--- config.mk ---
export PLATFORM = sky130hd
export DESIGN_NAME = srmd_cfg
export DESIGN_NICKNAME = d
export VERILOG_FILES = /design/src/sv/sensor_row_marker_descrambler_unit_defines.svh /design/src/sv/srmd_pkg.sv /design/src/sv/srmd_cfg.sv
export SDC_FILE = /design/constraint.sdc
export NUM_CORES = 1
export LEC_CHECK = 0
export ABC_AREA = 1
export ABC_CLOCK_PERIOD_IN_PS = 6600
export BUFFER_PORTS_ARGS = -buffer_cell sky130_fd_sc_hd__buf_2
export CAP_MARGIN = 20
export CELL_PAD_IN_SITES_DETAIL_PLACEMENT = 1
export CELL_PAD_IN_SITES_GLOBAL_PLACEMENT = 1
export CORE_MARGIN = 8
export CORE_UTILIZATION = 28
export CTS_CLUSTER_SIZE = 40
export DETAILED_ROUTE_END_ITERATION = 10
export GPL_TIMING_DRIVEN = 0
export HOLD_SLACK_MARGIN = 0.15
export PLACE_DENSITY = 0.55
export RECOVER_POWER = 25
export SKIP_LAST_GASP = 1
export SLEW_MARGIN = 40
export SYNTH_ARGS = -nofsm -noshare
export SYNTH_HDL_FRONTEND = slang
export SYNTH_SLANG_ARGS = --single-unit
--- constraint.sdc ---
create_clock -name clk -period 6.6 [get_ports clk]
set_input_delay 0.66 -clock clk [delete_from_list [all_inputs] [get_ports clk]]
set_output_delay 0.66 -clock clk [all_outputs]
set_load 0.03 [all_outputs]
--- src/sv/sensor_row_marker_descrambler_unit_defines.svh ---
// ----------------------------------------------------------------------------
// sensor_row_marker_descrambler_unit_defines
// assertion macros shared by the descrambler modules
// ----------------------------------------------------------------------------
`ifndef SENSOR_ROW_MARKER_DESCRAMBLER_UNIT_DEFINES_SVH
`define SENSOR_ROW_MARKER_DESCRAMBLER_UNIT_DEFINES_SVH

// same-cycle implication, clocked on clk, off while arst_n is low
`define SRMD_ASSERT_NOW(lbl, ante, cons, msg) \
	lbl: assert property (@(posedge clk) disable iff (!arst_n) (ante) |-> (cons)) \
		else $error(msg);

// next-cycle implication, clocked on clk, off while arst_n is low
`define SRMD_ASSERT_NEXT(lbl, ante, cons, msg) \
	lbl: assert property (@(posedge clk) disable iff (!arst_n) (ante) |=> (cons)) \
		else $error(msg);

`endif

--- src/sv/srmd_pkg.sv ---
// ----------------------------------------------------------------------------
// srmd_pkg
// widths, codes and types of the sensor row marker descrambler
// ----------------------------------------------------------------------------
package srmd_pkg;

	localparam int BYTE_W   = 8;
	localparam int WIDTH_W  = 13;
	localparam int HEIGHT_W = 12;
	localparam int MODE_W   = 4;
	localparam int PIX_W    = 12;
	localparam int ADDR_W   = 24;
	localparam int PROD_W   = WIDTH_W + HEIGHT_W;
	localparam int MCOL_W   = WIDTH_W + 1;
	localparam int SUM_W    = PROD_W + 1;
	localparam int PADDR_W  = 4;
	localparam int PDATA_W  = 32;
	localparam int NIB_W    = 4;

	localparam logic [WIDTH_W-1:0]  WIDTH_RESET  = 13'd1024;
	localparam logic [HEIGHT_W-1:0] HEIGHT_RESET = 12'd1024;
	localparam logic [MODE_W-1:0]   MODE_RESET   = 4'd0;
	localparam logic [MODE_W-1:0]   MODE_INTERLEAVE = 4'd3;

	// top nibble codes of a stream word
	localparam logic [NIB_W-1:0] NIB_ROW_A = 4'hE;
	localparam logic [NIB_W-1:0] NIB_ROW_B = 4'hA;
	localparam logic [NIB_W-1:0] NIB_SKIP  = 4'hF;

	// register index, paddr[3:2]
	localparam logic [1:0] REG_WIDTH  = 2'd0;
	localparam logic [1:0] REG_HEIGHT = 2'd1;
	localparam logic [1:0] REG_MODE   = 2'd2;

	typedef struct packed {
		logic [WIDTH_W-1:0]  width;
		logic [HEIGHT_W-1:0] height;
		logic [MODE_W-1:0]   mode;
	} cfg_t;

	typedef struct packed {
		logic [HEIGHT_W-1:0] row;
		logic [WIDTH_W-1:0]  col;
		logic [PIX_W-1:0]    value;
	} pix_t;

endpackage

--- src/sv/srmd_cfg.sv ---
// ----------------------------------------------------------------------------
// srmd_cfg
// apb register file: frame width, frame height, order mode, frame size
// ----------------------------------------------------------------------------
module srmd_cfg
	import srmd_pkg::*;
(
	input  logic               clk,
	input  logic               arst_n,
	input  logic               psel,
	input  logic               penable,
	input  logic               pwrite,
	input  logic [PADDR_W-1:0] paddr,
	input  logic [PDATA_W-1:0] pwdata,
	output logic [PDATA_W-1:0] prdata,
	output cfg_t               cfg,
	output logic [PROD_W-1:0]  limit
);

	logic [WIDTH_W-1:0]  width_q;
	logic [HEIGHT_W-1:0] height_q;
	logic [MODE_W-1:0]   mode_q;
	logic [PROD_W-1:0]   limit_q;
	logic                wr;
	logic [1:0]          idx;

	assign wr  = psel && penable && pwrite;
	assign idx = paddr[3:2];

	always_ff @(posedge clk or negedge arst_n) begin
		if (!arst_n) begin
			width_q  <= WIDTH_RESET;
			height_q <= HEIGHT_RESET;
			mode_q   <= MODE_RESET;
		end else if (wr) begin
			case (idx)
				REG_WIDTH:  width_q  <= pwdata[WIDTH_W-1:0];
				REG_HEIGHT: height_q <= pwdata[HEIGHT_W-1:0];
				REG_MODE:   mode_q   <= pwdata[MODE_W-1:0];
				default: ;
			endcase
		end
	end

	// frame size in pixels, registered from the width and height registers
	always_ff @(posedge clk or negedge arst_n) begin
		if (!arst_n) begin
			limit_q <= PROD_W'(WIDTH_RESET) * PROD_W'(HEIGHT_RESET);
		end else begin
			limit_q <= PROD_W'(width_q) * PROD_W'(height_q);
		end
	end

	always_comb begin
		case (idx)
			REG_WIDTH:  prdata = PDATA_W'(width_q);
			REG_HEIGHT: prdata = PDATA_W'(height_q);
			REG_MODE:   prdata = PDATA_W'(mode_q);
			default:    prdata = '0;
		endcase
	end

	assign cfg.width  = width_q;
	assign cfg.height = height_q;
	assign cfg.mode   = mode_q;
	assign limit      = limit_q;

endmodule

==> impl_results.html <==
<table>
<tr><th>Metric</th><th>Value</th></tr>
<tr><th colspan="2">Status</th></tr>
<tr><td>Status</td><td>finished with violations</td></tr>
<tr><td>Violated checks</td><td>max-capacitance violations, max-slew violations</td></tr>
<tr><th colspan="2">Clock network</th></tr>
<tr><td>Clock root buffer</td><td>sky130_fd_sc_hd__clkbuf_16</td></tr>
<tr><td>Total clock buffers created by CTS</td><td>5</td></tr>
<tr><td>Clk slew on worst S/H paths</td><td>90 ps</td></tr>
<tr><td>Clock H-tree levels</td><td>2</td></tr>
<tr><td># Post-CTS Setup Buffers</td><td>0</td></tr>
<tr><td>Clock tree from TritonCTS</td><td>built</td></tr>
<tr><td>TritonCTS Sinks</td><td>54</td></tr>
<tr><td>Count of hold-fix buffers inserted at cts</td><td>0</td></tr>
<tr><td>Resize count post-CTS</td><td>0</td></tr>
<tr><td>Buffer depth of the longest clock path</td><td>2</td></tr>
<tr><td>Later-pin clock latency in the skew report</td><td>320 ps</td></tr>
<tr><th colspan="2">Logic synthesis</th></tr>
<tr><td>Number of cells produced by synthesis</td><td>979</td></tr>
<tr><td>Part of the Yosys area used for sequential elements</td><td>0.180</td></tr>
<tr><td>Average instance area after synthesis</td><td>7.71 µm²</td></tr>
<tr><td>Dominant combinational cell family by area after synthesis</td><td>adder cells</td></tr>
<tr><td>Adder-Cell Fraction of Synth Area</td><td>0.396</td></tr>
<tr><td>Number of distinct library cells after synthesis</td><td>32</td></tr>
<tr><td>Mux cell area share after synthesis</td><td>0.00149</td></tr>
<tr><td>#FFs+latches synth</td><td>54</td></tr>
<tr><td>Cell area after synthesis</td><td>7540 µm²</td></tr>
<tr><td>Warnings from Yosys</td><td>0</td></tr>
<tr><td>Simple-gate portion of the synthesized area</td><td>0.204</td></tr>
<tr><td>Share of the synthesized netlist area taken by xor and xnor gates</td><td>0.0128</td></tr>
<tr><td>Complex-gate fraction of the synthesized area</td><td>0.0408</td></tr>
<tr><th colspan="2">Detailed routing</th></tr>
<tr><td>Post-Route WL</td><td>22300 µm</td></tr>
<tr><td>First drt pass iteration count</td><td>4</td></tr>
<tr><td>Residual DRC</td><td>0</td></tr>
<tr><td>Avg WL per Cell</td><td>15.6 µm</td></tr>
<tr><td>Via total after detailed routing</td><td>6137</td></tr>
<tr><td>Detail-routed via count per cell</td><td>4.29</td></tr>
<tr><td>Antenna-violating nets left</td><td>0</td></tr>
<tr><td>DR iter-0 viols</td><td>299</td></tr>
<tr><th colspan="2">Worst setup path</th></tr>
<tr><td>Crit Reg-Reg Endpoint</td><td>limit[22]</td></tr>
<tr><td>CP cell instances</td><td>clkbuf_1, nand2_1, fa_1, inv_1, fa_1, fa_1, fa_1, inv_1, fa_1, inv_1, ha_1, nand2_2, inv_1, a21oi_2, nand3_2, nand2_1, nand2_1, nand2_1, nand2_1</td></tr>
<tr><td>Register-to-register setup slack</td><td>1230 ps</td></tr>
<tr><td>Worst setup path endpoint</td><td>limit[22]</td></tr>
<tr><td>Reg-to-Reg Start</td><td>height_q[6]</td></tr>
<tr><td>WP data required</td><td>6820 ps</td></tr>
<tr><td>Arr. time, crit path</td><td>5590 ps</td></tr>
<tr><td>Category of the worst setup path capture point</td><td>flop</td></tr>
<tr><td>Category of the worst setup path launch point</td><td>flop</td></tr>
<tr><td>Type of the worst setup path</td><td>flop to flop</td></tr>
<tr><td>Timing startpoint of the critical path</td><td>height_q[6]</td></tr>
<tr><td>Standard cell with the maximum stage delay on the critical path</td><td>sky130_fd_sc_hd__clkbuf_1</td></tr>
<tr><td>R2r worst-path depth</td><td>19</td></tr>
<tr><td>Delay of the slowest cell on the worst path</td><td>590 ps</td></tr>
<tr><td>Maximum fanout count along the critical path</td><td>10</td></tr>
<tr><th colspan="2">Die</th></tr>
<tr><td>Row count</td><td>60</td></tr>
<tr><td>Core Box Area</td><td>26700 µm²</td></tr>
<tr><td>Vertical extent of the die</td><td>180 µm</td></tr>
<tr><td>Number of placed I/O pins</td><td>127</td></tr>
<tr><td>Die boundary width</td><td>180 µm</td></tr>
<tr><td>Initial cell density of the core</td><td>0.282</td></tr>
<tr><td>Floorplan die area</td><td>32500 µm²</td></tr>
<tr><th colspan="2">Final layout</th></tr>
<tr><td>Commonest cells after routing, fill and taps aside</td><td>310 x sky130_fd_sc_hd__nand2_1, 258 x sky130_fd_sc_hd__inv_1, 110 x sky130_fd_sc_hd__fa_1</td></tr>
<tr><td>Non-filler cells, final</td><td>1432</td></tr>
<tr><td>Area growth from synthesis to final layout</td><td>14.3%</td></tr>
<tr><td>Number of antenna diodes</td><td>0</td></tr>
<tr><td>Fill cells</td><td>3315</td></tr>
<tr><td>Most common library cell in the layout ignoring fill and taps</td><td>sky130_fd_sc_hd__nand2_1</td></tr>
<tr><td>Nets@finish</td><td>1304</td></tr>
<tr><td>Fraction of final layout cells sized beyond drive strength 1</td><td>0.131</td></tr>
<tr><th colspan="2">Timing</th></tr>
<tr><td>Post-route clock period utilization</td><td>0.814</td></tr>
<tr><td>RSZ-0062 raised after global routing</td><td>false</td></tr>
<tr><td>Sum Neg Setup Slack</td><td>0 ps</td></tr>
<tr><td>Clock Skew</td><td>15.3 ps</td></tr>
<tr><td>Max frequency</td><td>186 MHz</td></tr>
<tr><td>Final critical delay including setup and external delays</td><td>5370 ps</td></tr>
<tr><td>Relative slew slack</td><td>-1.08</td></tr>
<tr><td>Count of endpoints failing setup in the final report</td><td>0</td></tr>
<tr><td>Final Max Slew Viols</td><td>55</td></tr>
<tr><td>Total count of hold-check failures in the final report</td><td>0</td></tr>
<tr><td>Least-Margin Pin Slew</td><td>3130 ps</td></tr>
<tr><th colspan="2">GRT</th></tr>
<tr><td>Global-route wire length before repair</td><td>38100 µm</td></tr>
<tr><td>Gr usage total</td><td>0.146</td></tr>
<tr><td>Final global-route overflow total</td><td>0</td></tr>
<tr><td>Initial antenna violation count</td><td>0</td></tr>
<tr><td>Number of global-route vias before repair</td><td>6833</td></tr>
<tr><td>Largest net degree at the start of global routing</td><td>55</td></tr>
<tr><th colspan="2">Power</th></tr>
<tr><td>Power per Cell Area</td><td>455 nW/µm²</td></tr>
<tr><td>Static Leak</td><td>5.22 nW</td></tr>
<tr><td>VDD IR-drop max</td><td>0.280 mV</td></tr>
<tr><th colspan="2">Place</th></tr>
<tr><td>Half-perimeter wire length after detailed placement</td><td>18700 µm</td></tr>
<tr><td>Placer congestion estimate</td><td>0.790</td></tr>
<tr><td>Number of buffers inserted by port buffering</td><td>86</td></tr>
<tr><td>Number of cells after detailed placement</td><td>1424</td></tr>
<tr><th colspan="2">Min path</th></tr>
<tr><td>Class of the tightest hold or removal check</td><td>flop to flop</td></tr>
<tr><td>Critical hold path startpoint</td><td>mode_q[0]</td></tr>
<tr><th colspan="2">Job</th></tr>
<tr><td>Total of max-cap violations</td><td>1</td></tr>
</table>
[area by class of cell]
| cell class | count | area, µm² | share of cell area |
|---|---|---|---|
| multi-input cells | 634 | 5020 | 0.582 |
| flip-flops and latches | 54 | 1360 | 0.157 |
| inverters | 259 | 972 | 0.113 |
| repair buffers | 86 | 429 | 0.0498 |
| well taps | 341 | 427 | 0.0495 |
| plain buffers | 50 | 265 | 0.0308 |
| clock buffers | 6 | 139 | 0.0161 |
| clock inverters | 2 | 16.3 | 0.00189 |
[flip-flops by register name (all words and copies together), names as in the netlist]
signal / cells
height_q: 12
mode_q: 4
width_q: 13
limit: 25
[critical path: cells and delay by family, from the launching register on]
family          cells  cell delay, ps
compound gates      1             220
buf+inv             5             810
simple gates        7             760
fa+ha+maj           6            2930
flops               1             570
[worst min-delay path by stage]
stage                   to  depth (start not counted)
3_5_place_dp     mode_q[0]                          2
3_3_place_gp     mode_q[2]                          2
6_report         mode_q[0]                          2
5_1_grt          mode_q[0]                          2
2_1_floorplan  height_q[0]                          0
4_1_cts          limit[22]                          1
[power breakdown]
part           switching [mW]  total [mW]  leakage [nW]  internal, mW
logic                    2.03        3.06          4.47          1.03
registers              0.0983       0.558         0.673         0.460
clock network           0.151       0.304        0.0735         0.154
[cell families (layout without fill, tap and decap cells)]
group	count (synthesis)	count (layout)
and+or+nand+nor	378	378
buffers and inverters	309	403
adders and majority gates	173	173
DFF	54	54
AOI/OAI and AO/OA	52	52
xor gates and xnor gates	11	11
other	1	19
muxes	1	1
[metrics by stage]
stage / hold slack [ps] / instance area, µm² / setup WS, ps / util / power (mW)
finish: 515 / 8620 / 1230 / 0.323 / 3.93
floorplan: 364 / 7610 / 1900 / - / 2.77
CTS: 416 / 8630 / 1160 / 0.323 / 4.04
detailed placement: 504 / 8470 / 1200 / 0.317 / 3.66
global placement: 490 / 8470 / 1140 / 0.317 / 3.68
global route: 547 / 8620 / 945 / 0.323 / 4.46
[cells in the mapped netlist (all sizes together)]
library cell  instances  area, µm²
fa                  110       2200
mux2                  1       11.3
buf                  23        163
conb                  1       3.75
dfstp                 3       78.8
clkbuf               27        103
nand3b                1       7.51
nor2                 27        131
o21ai                28        140
ha                   63        788
a21oi                12       67.6
nand3                25        145
inv                 259        972
a22o                  8       70.1
and3                  1       6.26
dfrtp                51       1280
xor2                  8       70.1
and2                  2       17.5
nand2               315       1190
o21bai                4       30.0
nor3                  4       20.0
xnor2                 3       26.3
nor3b                 1       7.51
nand4                 2       12.5
[per-layer routing]
layer | GRT usage | vias up | wire length [µm]
li1 | - | 3003 | -
met1 | 0.199 | 3011 | 10900
met2 | 0.240 | 109 | 10200
met3 | 0.0276 | 14 | 1060
met4 | 0.0218 | 0 | 166
met5 | 0 | - | 0
Power figures use the tool's default switching activity.
